**src/lcks_pkg.sv**
```systemverilog
// Shared types, constants and helpers of the lane-centre steering block.
package lcks_pkg;

  typedef logic signed [47:0] s48_t;
  typedef logic signed [51:0] s52_t;

  localparam s48_t S48_MAX = 48'sh7FFF_FFFF_FFFF;
  localparam s48_t S48_MIN = 48'sh8000_0000_0000;
  localparam s52_t L52_MAX = 52'sh0_7FFF_FFFF_FFFF;
  localparam s52_t L52_MIN = 52'shF_8000_0000_0000;

  // Configuration register indexes.
  localparam logic [2:0] CFG_WIDTH  = 3'd0;
  localparam logic [2:0] CFG_GAIN_P = 3'd1;
  localparam logic [2:0] CFG_GAIN_I = 3'd2;
  localparam logic [2:0] CFG_GAIN_D = 3'd3;
  localparam logic [2:0] CFG_DT     = 3'd4;
  localparam logic [2:0] CFG_QNOISE = 3'd5;
  localparam logic [2:0] CFG_RNOISE = 3'd6;

  localparam logic [11:0] RST_WIDTH  = 12'd640;
  localparam logic [31:0] RST_GAIN_P = 32'd83886;
  localparam logic [31:0] RST_GAIN_I = 32'd0;
  localparam logic [31:0] RST_GAIN_D = 32'd0;
  localparam logic [30:0] RST_DT     = 31'd1677722;
  localparam logic [30:0] RST_QNOISE = 31'd1678;
  localparam logic [30:0] RST_RNOISE = 31'd1677722;

  // Steering limits for the speed bands, Q8.24 radians.
  localparam logic [32:0] LIM_DEG5    = 33'd1464088;
  localparam logic [32:0] LIM_DEG8    = 33'd2342541;
  localparam logic [32:0] LIM_DEG11P5 = 33'd3367403;
  localparam logic [32:0] LIM_DEG15   = 33'd4392264;

  localparam logic [2:0] SPD_1P5 = 3'd0;
  localparam logic [2:0] SPD_1P2 = 3'd1;
  localparam logic [2:0] SPD_1P0 = 3'd2;
  localparam logic [2:0] SPD_0P8 = 3'd3;
  localparam logic [2:0] SPD_0P7 = 3'd4;

  localparam logic [5:0] SH_DT = 6'd24;
  localparam logic [5:0] SH_KG = 6'd30;

  // Division by eleven and by three as a product with a rounded-up reciprocal.
  // The eleven case is exact for magnitudes below 2^21, the three case below
  // 2^35; beyond that the steering result saturates anyway.
  localparam logic [5:0] SH_C11 = 6'd23;
  localparam logic [5:0] SH_C3  = 6'd35;
  localparam s48_t       RCP_11 = 48'sd762601;
  localparam s48_t       RCP_3  = 48'sd11453246123;

  // Micro-operations, issued in this order for every request.
  typedef enum logic [4:0] {
    OP_CENTER, OP_XP, OP_A, OP_T00, OP_P00, OP_PREP, OP_K0, OP_K1,
    OP_POS, OP_VEL, OP_UP00, OP_UP01, OP_UP11, OP_PID, OP_UP, OP_UI,
    OP_UD, OP_STEER, OP_OUT
  } op_e;

  typedef enum logic [1:0] {
    KIND_LOCAL, KIND_MUL, KIND_DIV
  } kind_e;

  typedef struct packed {
    logic load;
    logic start;
    logic wb;
    op_e  op;
  } cmd_t;

  typedef struct packed {
    logic mul_done;
    logic div_done;
    logic out_full;
  } sts_t;

  function automatic kind_e op_kind(input op_e op);
    kind_e k;
    case (op)
      OP_K0, OP_K1:            k = KIND_DIV;
      OP_PREP, OP_PID, OP_OUT: k = KIND_LOCAL;
      default:                 k = KIND_MUL;
    endcase
    return k;
  endfunction

  function automatic s52_t ext52(input s48_t v);
    return {{4{v[47]}}, v};
  endfunction

  function automatic s48_t sat48(input s52_t v);
    s48_t r;
    if (v > L52_MAX) r = S48_MAX;
    else if (v < L52_MIN) r = S48_MIN;
    else r = v[47:0];
    return r;
  endfunction

endpackage

```
**src/lcks_ctrl.sv**
```systemverilog
// Controller: steps through the micro-operation sequence for each request.
module lcks_ctrl (
  input  logic            clk_i,
  input  logic            rst_ni,
  input  logic            in_valid_i,
  output logic            in_ready_o,
  input  lcks_pkg::sts_t  sts_i,
  output lcks_pkg::cmd_t  cmd_o
);
  import lcks_pkg::*;

  typedef enum logic [2:0] {
    ST_IDLE  = 3'b001,
    ST_ISSUE = 3'b010,
    ST_WAIT  = 3'b100
  } state_e;

  state_e     state_q, state_d;
  logic [4:0] pc_q, pc_d;
  op_e        op;
  kind_e      kind;

  assign op   = op_e'(pc_q);
  assign kind = op_kind(op);

  always_comb begin
    state_d     = state_q;
    pc_d        = pc_q;
    cmd_o       = '0;
    cmd_o.op    = op;
    in_ready_o  = 1'b0;
    case (state_q)
      ST_IDLE: begin
        in_ready_o = 1'b1;
        if (in_valid_i) begin
          cmd_o.load = 1'b1;
          pc_d       = 5'(OP_CENTER);
          state_d    = ST_ISSUE;
        end
      end
      ST_ISSUE: begin
        if (kind == KIND_LOCAL) begin
          // The last step waits for the output register to be free.
          if (!(op == OP_OUT && sts_i.out_full)) begin
            cmd_o.wb = 1'b1;
            if (op == OP_OUT) state_d = ST_IDLE;
            else pc_d = pc_q + 5'd1;
          end
        end else begin
          cmd_o.start = 1'b1;
          state_d     = ST_WAIT;
        end
      end
      ST_WAIT: begin
        if ((kind == KIND_MUL && sts_i.mul_done) ||
            (kind == KIND_DIV && sts_i.div_done)) begin
          cmd_o.wb = 1'b1;
          pc_d     = pc_q + 5'd1;
          state_d  = ST_ISSUE;
        end
      end
      default: state_d = ST_IDLE;
    endcase
  end

  always_ff @(posedge clk_i or negedge rst_ni) begin
    if (!rst_ni) begin
      state_q <= ST_IDLE;
      pc_q    <= '0;
    end else begin
      state_q <= state_d;
      pc_q    <= pc_d;
    end
  end

endmodule

```
**config.mk**
```make
export PLATFORM = sky130hd
export DESIGN_NAME = lcks_ctrl
export DESIGN_NICKNAME = d
export VERILOG_FILES = /design/src/lcks_pkg.sv /design/src/lcks_ctrl.sv
export SDC_FILE = /design/constraint.sdc
export NUM_CORES = 1
export LEC_CHECK = 0
export BUFFER_PORTS_ARGS = -buffer_cell sky130_fd_sc_hd__clkbuf_2
export CAP_MARGIN = 0
export CORE_AREA = 8 8 45 47
export DETAILED_ROUTE_END_ITERATION = 16
export DIE_AREA = 0 0 53 55
export PLACE_DENSITY_LB_ADDON = 0.25
export SKIP_LAST_GASP = 1
export SLEW_MARGIN = 20
export SYNTH_ARGS = -nofsm -noshare
export SYNTH_HDL_FRONTEND = slang
export SYNTH_SLANG_ARGS = --single-unit
```
**constraint.sdc**
```tcl
create_clock -name clk_i -period 2.9 [get_ports clk_i]
set_input_delay 0.145 -clock clk_i [delete_from_list [all_inputs] [get_ports clk_i]]
set_output_delay 0.145 -clock clk_i [all_outputs]
set_load 0.005 [all_outputs]
```
=== Word-level counts from Yosys, hierarchy flattened ===
Cells that the tools add are included.

* $add $sub $neg: 1
* Eq/ne operators: 17
* Mux-type cells: 22
* Reductions and logical operators: 10

{| class="wikitable"
|+ Operators by type and width
! kind !! number
|-
| $mux 5 || 5
|-
| $eq 5x3->1 const B || 3
|-
| $mux 3 || 5
|-
| $pmux 5 s3 || 1
|-
| $ne 2x2->1 const B || 5
|-
| $pmux 3 s3 || 1
|-
| $mux 1 || 8
|-
| $ne 3x3->1 const B || 2
|-
| $reduce_and 6->1 || 1
|-
| $add 5x1->5 const B || 1
|-
| $eq 5x4->1 const B || 1
|-
| $eq 5x5->1 const B || 1
|-
| $pmux 2 s2 || 1
|-
| $reduce_and 4->1 || 1
|-
| $eq 3x1->1 const B || 1
|-
| $eq 3x2->1 const B || 1
|-
| $eq 3x3->1 const B || 1
|-
| $logic_and 1x1->1 || 3
|-
| $reduce_bool 3->1 || 1
|-
| $reduce_or 3->1 || 1
|-
| $eq 2x1->1 const B || 1
|-
| $eq 2x2->1 const B || 1
|-
| $logic_not 2->1 || 1
|-
| $pmux 1 s2 || 1
|-
| 2 further kinds || 2
|}

* Bits in registers: 8
* Input bits: 6
* Output and inout port bits: 9

=== Logic depth before layout (Yosys ltp) ===
Gate-level depths: netlist of run 1.

* Word-level depth: 8
* Mapped depth: 7
* Gate-level depth less buffers: 7

=== Worst setup path after synthesis of run 1 ===
OpenSTA, ideal clock, no wires.

* Kind: reg-to-reg
* Start: register pc_q[0], in the netlist op[0]
* End: register pc_q[3], in the netlist op[3]
* Setup time: 128 ps
* Data arrival time: 1,818 ps
* Required time: 2,772 ps
* Slack: 954 ps
* Stages on the path, launching flop included: 8
* Path buffers: 0
* Path through: dfrtp_1 inv_1 ha_1 o21bai_4 or3_4 and3_4 nor3_2 mux2_1

* Word-level cells in the longest chain between the ends: 8
* Elaborated cells between the ends (all ways): 26
* Those cells by class: add/sub: 1; eq/ne: 11; mux: 6; reduce/logical: 8

{| class="wikitable"
|+ Ends and longest elaborated chain
! element !! line !! source
|-
| start: declaration || lcks_ctrl.sv:19 || <nowiki>logic [4:0] pc_q, pc_d;</nowiki>
|-
| start signal: assignment || lcks_ctrl.sv:72 || <nowiki>pc_q <= pc_d;</nowiki>
|-
| $eq 5x5->1 (tied with other cells) || lcks_pkg.sv:78, lcks_ctrl.sv:44, lcks_ctrl.sv:46 ||
|-
| $reduce_or 3->1 or $reduce_or 2->1 (tied branches) || lcks_pkg.sv:78 || <nowiki>case (op)</nowiki>
|-
| $pmux 2 s2 || lcks_pkg.sv:78 ||
|-
| $eq 2x1->1 or $eq 2x2->1 (tied branches) || lcks_ctrl.sv:55, lcks_ctrl.sv:56 ||
|-
| $logic_and 1x1->1 (on tied branches) || lcks_ctrl.sv:55, lcks_ctrl.sv:56 ||
|-
| $logic_or 1x1->1 || lcks_ctrl.sv:55 || <nowiki>if ((kind == KIND_MUL && sts_i.mul_done) ||</nowiki>
|-
| $ne 2x2->1 (no source line) || -- ||
|-
| $reduce_and 6->1 (no source line) || -- ||
|}

Several ways; a longest one is shown, not always the timed one. The select of a mux whose other input is x is not followed.
A chain may end at the register's enable or synchronous reset.

==> impl_metrics.py, run 1 <==
metrics = {
    "final_layout": {
        "ff_latch_area_sq_um": 201,
        "area_delta_synth_final_pct": 15.7,
        "antenna_cells": 0,
        "fin_nets": 97,
        "n_fill_cell": 132,
        "instances_no_fill": 103,
        "drive_above_1_share_pct": 32.2,
        "final_cell_area_sq_um": 776,
        "layout_commonest_cell": "clkbuf_2",
        "final_cell_mix": "14 x clkbuf_2, 7 x dfrtp_1, 6 x nor2_1",
        "multi_input_area_sq_um": 429,
    },
    "outcome": {
        "status": "completed",
    },
    "global_routing": {
        "antenna_found_initial": 0,
        "grt_usage_pct": 12.1,
        "grt_max_degree": 10,
        "gr-total-overflow": 0,
        "grt_pass1_vias": 604,
        "grt_first_pass_wirelength_um": 2660,
    },
    "logic_synthesis": {
        "ys_seq_area_share_pct": 30.0,
        "netlist_area_sq_um": 671,
        "synth_top_area_share_pct": 26.1,
        "yosysWarnings": 0,
        "yosys.area.top_type": "dfrtp_1",
        "synth_edf_count": 0,
        "synth_nets": 80,
        "synth_ff_type": "dfrtp_1",
        "postSynthCellCount": 71,
        "synth_seq_cells": 8,
        "synth.area.top_cells": "dfrtp_1 26%, mux2_1 6.7%, ha_1 5.6%",
        "synth.distinct_cells": 31,
        "syn_avg_cell_area_sq_um": 9.45,
        "ys_async_sr_fraction_pct": 100,
    },
    "floorplanning": {
        "fp.dieW_um": 53,
        "ios": 15,
        "die_area_sq_um": 2920,
        "initial_core_util_pct": 48.5,
        "die_y_um": 55,
        "rows": 14,
        "core-area_sq_um": 1380,
    },
    "critical_path": {
        "critPathBufInv": 2,
        "end_kind": "output port",
        "crit_path_start_kind": "flop",
        "critical_path_class": "flop to output port",
        "cpMostUsedCell": "a21oi_1",
        "cpPeakStageDelay_ns": 0.44,
        "crit_fanout": 7,
        "cp_slowest_cell": "dfrtp_1",
        "crit_required_ns": 2.76,
        "arrival_ns": 2.02,
        "cp_top_family": "simple AND/OR/NAND/NOR gates",
        "crit_chain": "inv_1 > ha_1 > o21bai_4 > or3_4 > a21oi_1 > nand2_1 > a21oi_1 > clkbuf_2",
    },
    "timing": {
        "fin_crit_sh_pct": 74.6,
        "period_needed_ns": 2.16,
        "fmax_ghz": 0.462,
        "skew_ns": 0.00803,
        "slew_headroom_pct": 67.9,
        "setup_viol": 0,
        "slew_viol_final": 0,
        "finalHoldViolCount": 0,
        "tns_ns": 0,
        "rsz0062_at_grt": "false",
        "worstMarginPinSlew_ns": 0.481,
    },
    "power": {
        "ir_drop_v": 0.000316,
        "p_total_w": 0.000486,
        "power.density_nw_per_um2": 626,
        "leakagePower_nw": 0.361,
    },
    "clock_tree": {
        "insertion_delay_ns": 0.26,
        "clock_path_buffers": 2,
        "cts_root_buffer": "clkbuf_4",
        "cts_buffers": 3,
        "cts_sinks": 8,
        "clk_pin_slew_ns": 0.06,
        "cts_tree": "yes",
        "cts_max_level": 1,
    },
    "route": {
        "dr_wl_met3_um": 65,
        "totalWireLength_um": 1480,
        "drt_iter0_drc": 4,
        "drt-wirelength-per-cell_um": 14.3,
        "highest-signal-layer": "met4",
        "ant_nets": 0,
        "wl_met2_um": 701,
        "via_per_inst": 5.57,
        "num_vias": 574,
        "drc": 0,
        "first_pass_iters": 3,
        "drt-met1-wl_um": 685,
    },
    "placement": {
        "dpl_cell_area_sq_um": 739,
        "hpwl_um": 1170,
        "io_buffers": 14,
        "place_congestion": 0.828,
        "post-place-cells": 98,
    },
    "job": {
        "drv_cap": 0,
    },
    "hold_path": {
        "hp-class": "input pin to flop",
    },
}
## report_power, final
part	switching (W)	internal, W
Clock	0.0000430	0.0000530
Combinational	0.0000974	0.000101
Sequential	0.0000542	0.000138
## worst reg2reg max path, cell delays in order, from the launching register on
cell,delay [ns]
dfrtp_1,0.44
inv_1,0.07
ha_1,0.25
o21bai_4,0.16
nand2b_1,0.16
o31a_4,0.38
nor3_2,0.16
mux2_1,0.34
## sequential cells by signal (all words and copies together) (netlist names)
name,cells
state_q,3
op,5
## cell usage after synthesis, types with 2 or more instances
master and number:
a21oi_1 4, o21ai_0 3, nand3_1 5, mux2_1 4
ha_1 3, nor2b_1 3, dfrtp_1 7, nand2_1 4
nor3_2 2, nor2_1 6, buf_2 2, inv_1 5
nand2b_1 5
## stage by stage
step,setup WS [ns],hold slack (ns),utilization [%]
final,0.737,0.251,56.1
after global routing,0.530,0.275,56.1
after CTS,0.744,0.246,56.1
after detailed placement,0.824,0.00488,53.4
after global placement,0.863,0.00375,53.4
after floorplan,0.954,-0.151,-
## per-layer routing
layer	global-route usage [%]	up-vias
li1	-	279
met1	14.6	278
met5	0	-
met3	3.74	5
met2	19.5	12
met4	4.74	0
## final timing paths
check | start | endpoint | slack [ns] | cells after the start
setup / recovery | op[0]$_DFFE_PN0P_ | cmd_o[5] | 0.74 | 8
hold / removal | in_valid_i | state_q[0]$_DFFE_PN1P_ | 0.25 | 4
setup reg to reg | op[0]$_DFFE_PN0P_ | op[3]$_DFFE_PN0P_ | 0.82 | 7
hold reg to reg | op[0]$_DFFE_PN0P_ | op[0]$_DFFE_PN0P_ | 0.63 | 1
max in group asynchronous | rst_ni | state_q[0]$_DFFE_PN1P_ | 2.38 | 2
min in group asynchronous | rst_ni | op[3]$_DFFE_PN0P_ | 0.27 | 2
## repair_timing
action / in CTS / in global routing
hold endpoints to repair: 8 / 0
hold buffers: 1 / 0
setup buffers: 0 / 0
gates resized for setup: 0 / 0
## area by class of cell
cell class / count / area share, %
repair buffers: 15 / 10.3
clock buffers: 4 / 3.39
inverters: 5 / 2.42
multi-input cells: 55 / 55.3
flip-flops and latches: 8 / 26.0
well taps: 16 / 2.58
## logic make-up (layout without fill, tap and decap cells)
family	Yosys count	after routing	share of synthesized area (%)
flops	8	8	30.0
compound gates	13	13	15.9
buf+inv	8	24	5.97
simple gates	34	34	34.5
mux	4	4	6.72
xor+xnor	1	1	1.31
fa+ha+maj	3	3	5.60
Power figures use the tool's default switching activity.
==> run 2: changes to the inputs <==
Settings changed: CORE_AREA 8 8 45 47 to default, CORE_MARGIN from default to 8, CORE_UTILIZATION from default to 46, DIE_AREA 0 0 53 55 to default.
Clock period 2.9 ns to 1.91 ns, I/O delays scaled along.
==> impl_metrics.py, run 2 (synthesis results as in run 1) <==
metrics = {
    "timing": {
        "tns_ns": -0.0837,
        "period_needed_ns": 1.93,
        "fin_crit_sh_pct": 101,
        "slew_headroom_pct": 76.7,
        "skew_ns": 0.0208,
        "finalHoldViolCount": 0,
        "finalWorstSetupSlack_ns": -0.0216,
        "rsz0062_at_grt": "true",
        "worstMarginPinSlew_ns": 0.350,
        "slew_viol_final": 0,
        "setup_viol": 5,
        "fmax_ghz": 0.518,
    },
    "final_layout": {
        "final_cell_mix": "13 x clkbuf_2, 11 x buf_4, 7 x dfrtp_1",
        "area_delta_synth_final_pct": 30.8,
        "fin_nets": 108,
        "largest_register_ffs": 5,
        "antenna_cells": 0,
        "layout_commonest_cell": "clkbuf_2",
        "final_cell_area_sq_um": 877,
        "drive_above_1_share_pct": 43.9,
        "instances_no_fill": 113,
    },
    "route": {
        "drt_iter0_drc": 11,
        "num_vias": 607,
        "first_pass_iters": 4,
        "ant_nets": 0,
        "drc": 0,
        "via_per_inst": 5.37,
        "drt-wirelength-per-cell_um": 14.8,
        "totalWireLength_um": 1670,
    },
    "floorplanning": {
        "core-area_sq_um": 1330,
        "fp.dieW_um": 54.2,
        "die_area_sq_um": 2940,
        "rows": 13,
        "ios": 15,
        "die_y_um": 54.2,
        "initial_core_util_pct": 50.3,
    },
    "placement": {
        "dpl_cell_area_sq_um": 816,
        "io_buffers": 14,
        "hpwl_um": 1290,
        "place_ws_ns": -0.0545,
        "place_congestion": 0.880,
        "post-place-cells": 107,
    },
    "clock_tree": {
        "clock_path_buffers": 2,
        "clk_pin_slew_ns": 0.07,
        "insertion_delay_ns": 0.27,
        "cts_root_buffer": "clkbuf_4",
        "cts_sinks": 8,
        "cts_tree": "yes",
        "cts_max_level": 1,
        "cts_buffers": 3,
    },
    "power": {
        "ir_drop_v": 0.000741,
        "power.density_nw_per_um2": 916,
        "leakagePower_nw": 0.416,
    },
    "global_routing": {
        "antenna_found_initial": 0,
        "grt_first_pass_wirelength_um": 2670,
        "grt_pass1_vias": 581,
        "gr-total-overflow": 0,
        "grt_max_degree": 9,
        "grt_usage_pct": 12.4,
    },
    "critical_path": {
        "cp.depth": 7,
        "critPathBufInv": 1,
        "reg2reg_depth": 7,
        "regToRegSetupSlack_ns": -0.02,
        "reg2reg_from": "op[0]$_DFFE_PN0P_",
        "crit_fanout": 5,
        "end_kind": "flop",
        "crit_path_start_kind": "flop",
        "critical_path_class": "flop to flop",
        "arrival_ns": 2.08,
        "r2r-end": "op[3]$_DFFE_PN0P_",
        "crit_chain": "buf_4 > ha_1 > nand3b_1 > nand2b_1 > o31a_4 > nor3_2 > mux2_1",
        "cp_top_family": "simple AND/OR/NAND/NOR gates",
        "cpPeakStageDelay_ns": 0.40,
        "crit_start": "op[0]$_DFFE_PN0P_",
        "crit_required_ns": 2.06,
        "cp_slowest_cell": "dfrtp_1",
    },
    "outcome": {
        "violations": "negative setup slack",
        "status": "finished, violations left",
    },
    "hold_path": {
        "hold-path-cell-count": 5,
        "hp-class": "input pin to flop",
        "worstHoldEndpoint": "state_q[1]$_DFFE_PN0P_",
        "holdCritStartpoint": "sts_i[0]",
    },
    "job": {
        "drv_cap": 0,
    },
}
## run 2: repair_timing
| item | 4_1_cts | 5_1_grt |
|---|---|---|
| buffers inserted | 1 | 0 |
| pin swaps | 5 | 3 |
| gates resized for setup | 3 | 2 |
| gates cloned | 0 | 0 |
| hold buffers | 1 | 0 |
| hold endpoints to repair | 8 | 0 |
| endpoints found under the setup margin | 3 | 6 |
## run 2: area by class of cell
class | instances | area (sq um)
clock buffers | 4 | 26.3
fillers | 120 | 457
inverters | 5 | 18.8
multi-input cells | 55 | 449
flip-flops and latches | 8 | 201
well taps | 15 | 18.8
repair buffers | 26 | 163
## run 2: layer usage
layer,global-route usage [%],routed length (um),vias up
li1,-,-,302
met1,14.0,743,288
met2,21.4,820,15
met3,5.51,95,2
met4,2.05,14,0
met5,0,0,-
## run 2: how the worst max path moves through the flow
stage	slack [ns]	end
2_1_floorplan	-0.01	op[3]$_DFFE_PN0P_
3_3_place_gp	-0.009	op[3]$_DFFE_PN0P_
3_5_place_dp	-0.05	op[4]$_DFFE_PN0P_
4_1_cts	-0.04	cmd_o[5]
5_1_grt	-0.15	cmd_o[5]
6_report	-0.02	op[3]$_DFFE_PN0P_
## run 2: worst reg2reg max path: stages, from the launching register on
cell      delay (ns)
dfrtp_1         0.40
buf_4           0.13
ha_1            0.13
nand3b_1        0.10
nand2b_1        0.19
o31a_4          0.37
nor3_2          0.18
mux2_1          0.33
## run 2: per-stage QoR
stage	hold WS [ns]	utilization [%]	total power, W
2_1_floorplan	-0.200	-	0.000531
3_3_place_gp	-0.0406	61.2	0.000640
4_1_cts	0.199	65.5	0.000810
3_5_place_dp	-0.0420	61.2	0.000644
5_1_grt	0.215	65.8	0.000860
6_report	0.198	65.8	0.000803
## run 2: power breakdown
part,internal (W),switching (W)
clock,0.0000801,0.0000668
combinational,0.000197,0.000197
sequential,0.000208,0.0000538
==> run 3: changes to the inputs <==
Settings changed: CTS_BUF_LIST from default to sky130_fd_sc_hd__clkbuf_16.
==> impl_metrics.py, run 3 (synthesis results as in run 1) <==
metrics = {
    "timing": {
        "slew_viol_final": 0,
        "worstMarginPinSlew_ns": 0.355,
        "fmax_ghz": 0.511,
        "finalHoldViolCount": 0,
        "finalWorstSetupSlack_ns": -0.0481,
        "tns_ns": -0.108,
        "skew_ns": 0.00835,
        "period_needed_ns": 1.96,
        "slew_headroom_pct": 76.4,
        "setup_viol": 3,
        "fin_crit_sh_pct": 103,
        "rsz0062_at_grt": "true",
    },
    "floorplanning": {
        "ios": 15,
        "die_y_um": 54.2,
        "rows": 13,
        "core-area_sq_um": 1330,
        "die_area_sq_um": 2940,
        "fp.dieW_um": 54.2,
        "initial_core_util_pct": 50.3,
    },
    "placement": {
        "hpwl_um": 1290,
        "post-place-cells": 107,
        "io_buffers": 14,
        "place_congestion": 0.880,
        "place_ws_ns": -0.0545,
    },
    "outcome": {
        "status": "finished, violations left",
        "violations": "negative setup slack",
    },
    "critical_path": {
        "critPathBufInv": 1,
        "critical_path_class": "flop to flop",
        "crit_required_ns": 2.03,
        "crit_fanout": 5,
        "cp_top_family": "simple AND/OR/NAND/NOR gates",
        "end_kind": "flop",
        "crit_start": "op[0]$_DFFE_PN0P_",
        "cpPeakStageDelay_ns": 0.41,
        "r2r-end": "op[3]$_DFFE_PN0P_",
        "reg2reg_from": "op[0]$_DFFE_PN0P_",
        "cp_slowest_cell": "dfrtp_1",
        "crit_path_start_kind": "flop",
        "reg2reg_depth": 7,
        "arrival_ns": 2.07,
        "regToRegSetupSlack_ns": -0.05,
        "crit_chain": "inv_1 > ha_2 > o21bai_4 > or3_4 > and3_4 > nor3_2 > mux2_1",
    },
    "hold_path": {
        "holdCritStartpoint": "in_valid_i",
        "hold-path-cell-count": 4,
        "hp-class": "input pin to flop",
        "worstHoldEndpoint": "state_q[0]$_DFFE_PN1P_",
    },
    "route": {
        "drt-wirelength-per-cell_um": 15.1,
        "ant_nets": 0,
        "first_pass_iters": 4,
        "drt_iter0_drc": 9,
        "drc": 0,
        "via_per_inst": 5.25,
        "num_vias": 593,
        "totalWireLength_um": 1710,
    },
    "clock_tree": {
        "clock_path_buffers": 2,
        "insertion_delay_ns": 0.24,
        "cts_tree": "yes",
        "cts_buffers": 3,
        "cts_sinks": 8,
        "cts_max_level": 1,
        "clk_pin_slew_ns": 0.04,
        "cts_root_buffer": "clkbuf_16",
    },
    "final_layout": {
        "final_cell_mix": "13 x clkbuf_2, 11 x buf_4, 7 x dfrtp_1",
        "area_delta_synth_final_pct": 39.9,
        "antenna_cells": 0,
        "fin_nets": 108,
        "drive_above_1_share_pct": 43.9,
        "final_core_util_pct": 70.4,
        "largest_register_ffs": 5,
        "layout_commonest_cell": "clkbuf_2",
        "instances_no_fill": 113,
    },
    "global_routing": {
        "antenna_found_initial": 0,
        "use_met2_pct": 21.4,
        "grt_busiest_layer": "met2",
        "grt_first_pass_wirelength_um": 2680,
        "grt_usage_pct": 12.5,
        "grt_use_met1_pct": 14.8,
        "gr-usage-met3_pct": 5.51,
        "grt_max_degree": 9,
        "gr-total-overflow": 0,
        "grt_pass1_vias": 570,
    },
    "power": {
        "power.density_nw_per_um2": 1100,
        "ir_drop_v": 0.00106,
        "p_total_w": 0.00103,
        "leakagePower_nw": 0.444,
    },
    "job": {
        "drv_cap": 0,
    },
}
## run 3: repair_timing
item / 4_1_cts / 5_1_grt
setup buffers: 1 / 0
setup endpoints to repair: 5 / 6
hold endpoints to repair: 8 / 0
hold buffers: 1 / 0
pin swaps: 1 / 5
gates resized for setup: 4 / 2
## run 3: metrics by stage
stage	hold slack (ns)	instance area, sq um
6_report	0.226	938
5_1_grt	0.252	938
4_1_cts	0.230	935
3_5_place_dp	-0.0420	816
3_3_place_gp	-0.0406	816
2_1_floorplan	-0.200	673
## run 3: power by group
part	internal (W)	leakage (nW)	switching (W)	total (W)
Sequential	0.000209	0.107	0.0000545	0.000264
Clock	0.000273	0.0423	0.0000888	0.000362
Combinational	0.000203	0.295	0.000206	0.000409
Total	0.000686	0.444	0.000349	0.00103
## run 3: area by class of cell
type                            count  area, sq um
Inverter                            5         18.8
Clock inverter                      1         3.75
Timing Repair Buffer               26          163
Multi-Input combinational cell     55          458
Clock buffer                        3         75.1
Fill cell                         112          395
Sequential cell                     8          201
Tap cell                           15         18.8
## run 3: routing by layer
layer  wire length (um)  vias to the layer above
met4                 14                        0
li1                   -                      302
met1                759                      277
met2                839                       12
met5                  0                        -
met3                 97                        2
## run 3: worst max path at each step
stage / to / slack (ns) / cells past startpoint
2_1_floorplan: op[3]$_DFFE_PN0P_ / -0.01 / 7
3_3_place_gp: op[3]$_DFFE_PN0P_ / -0.009 / 7
3_5_place_dp: op[4]$_DFFE_PN0P_ / -0.05 / 7
4_1_cts: op[4]$_DFFE_PN0P_ / -0.06 / 7
5_1_grt: op[4]$_DFFE_PN0P_ / -0.14 / 7
6_report: op[3]$_DFFE_PN0P_ / -0.05 / 7
## run 3: worst reg2reg max path: stages, from the launching register on
cell	delay, ns
dfrtp_1	0.41
inv_1	0.08
ha_2	0.20
o21bai_4	0.07
or3_4	0.41
and3_4	0.20
nor3_2	0.15
mux2_1	0.33
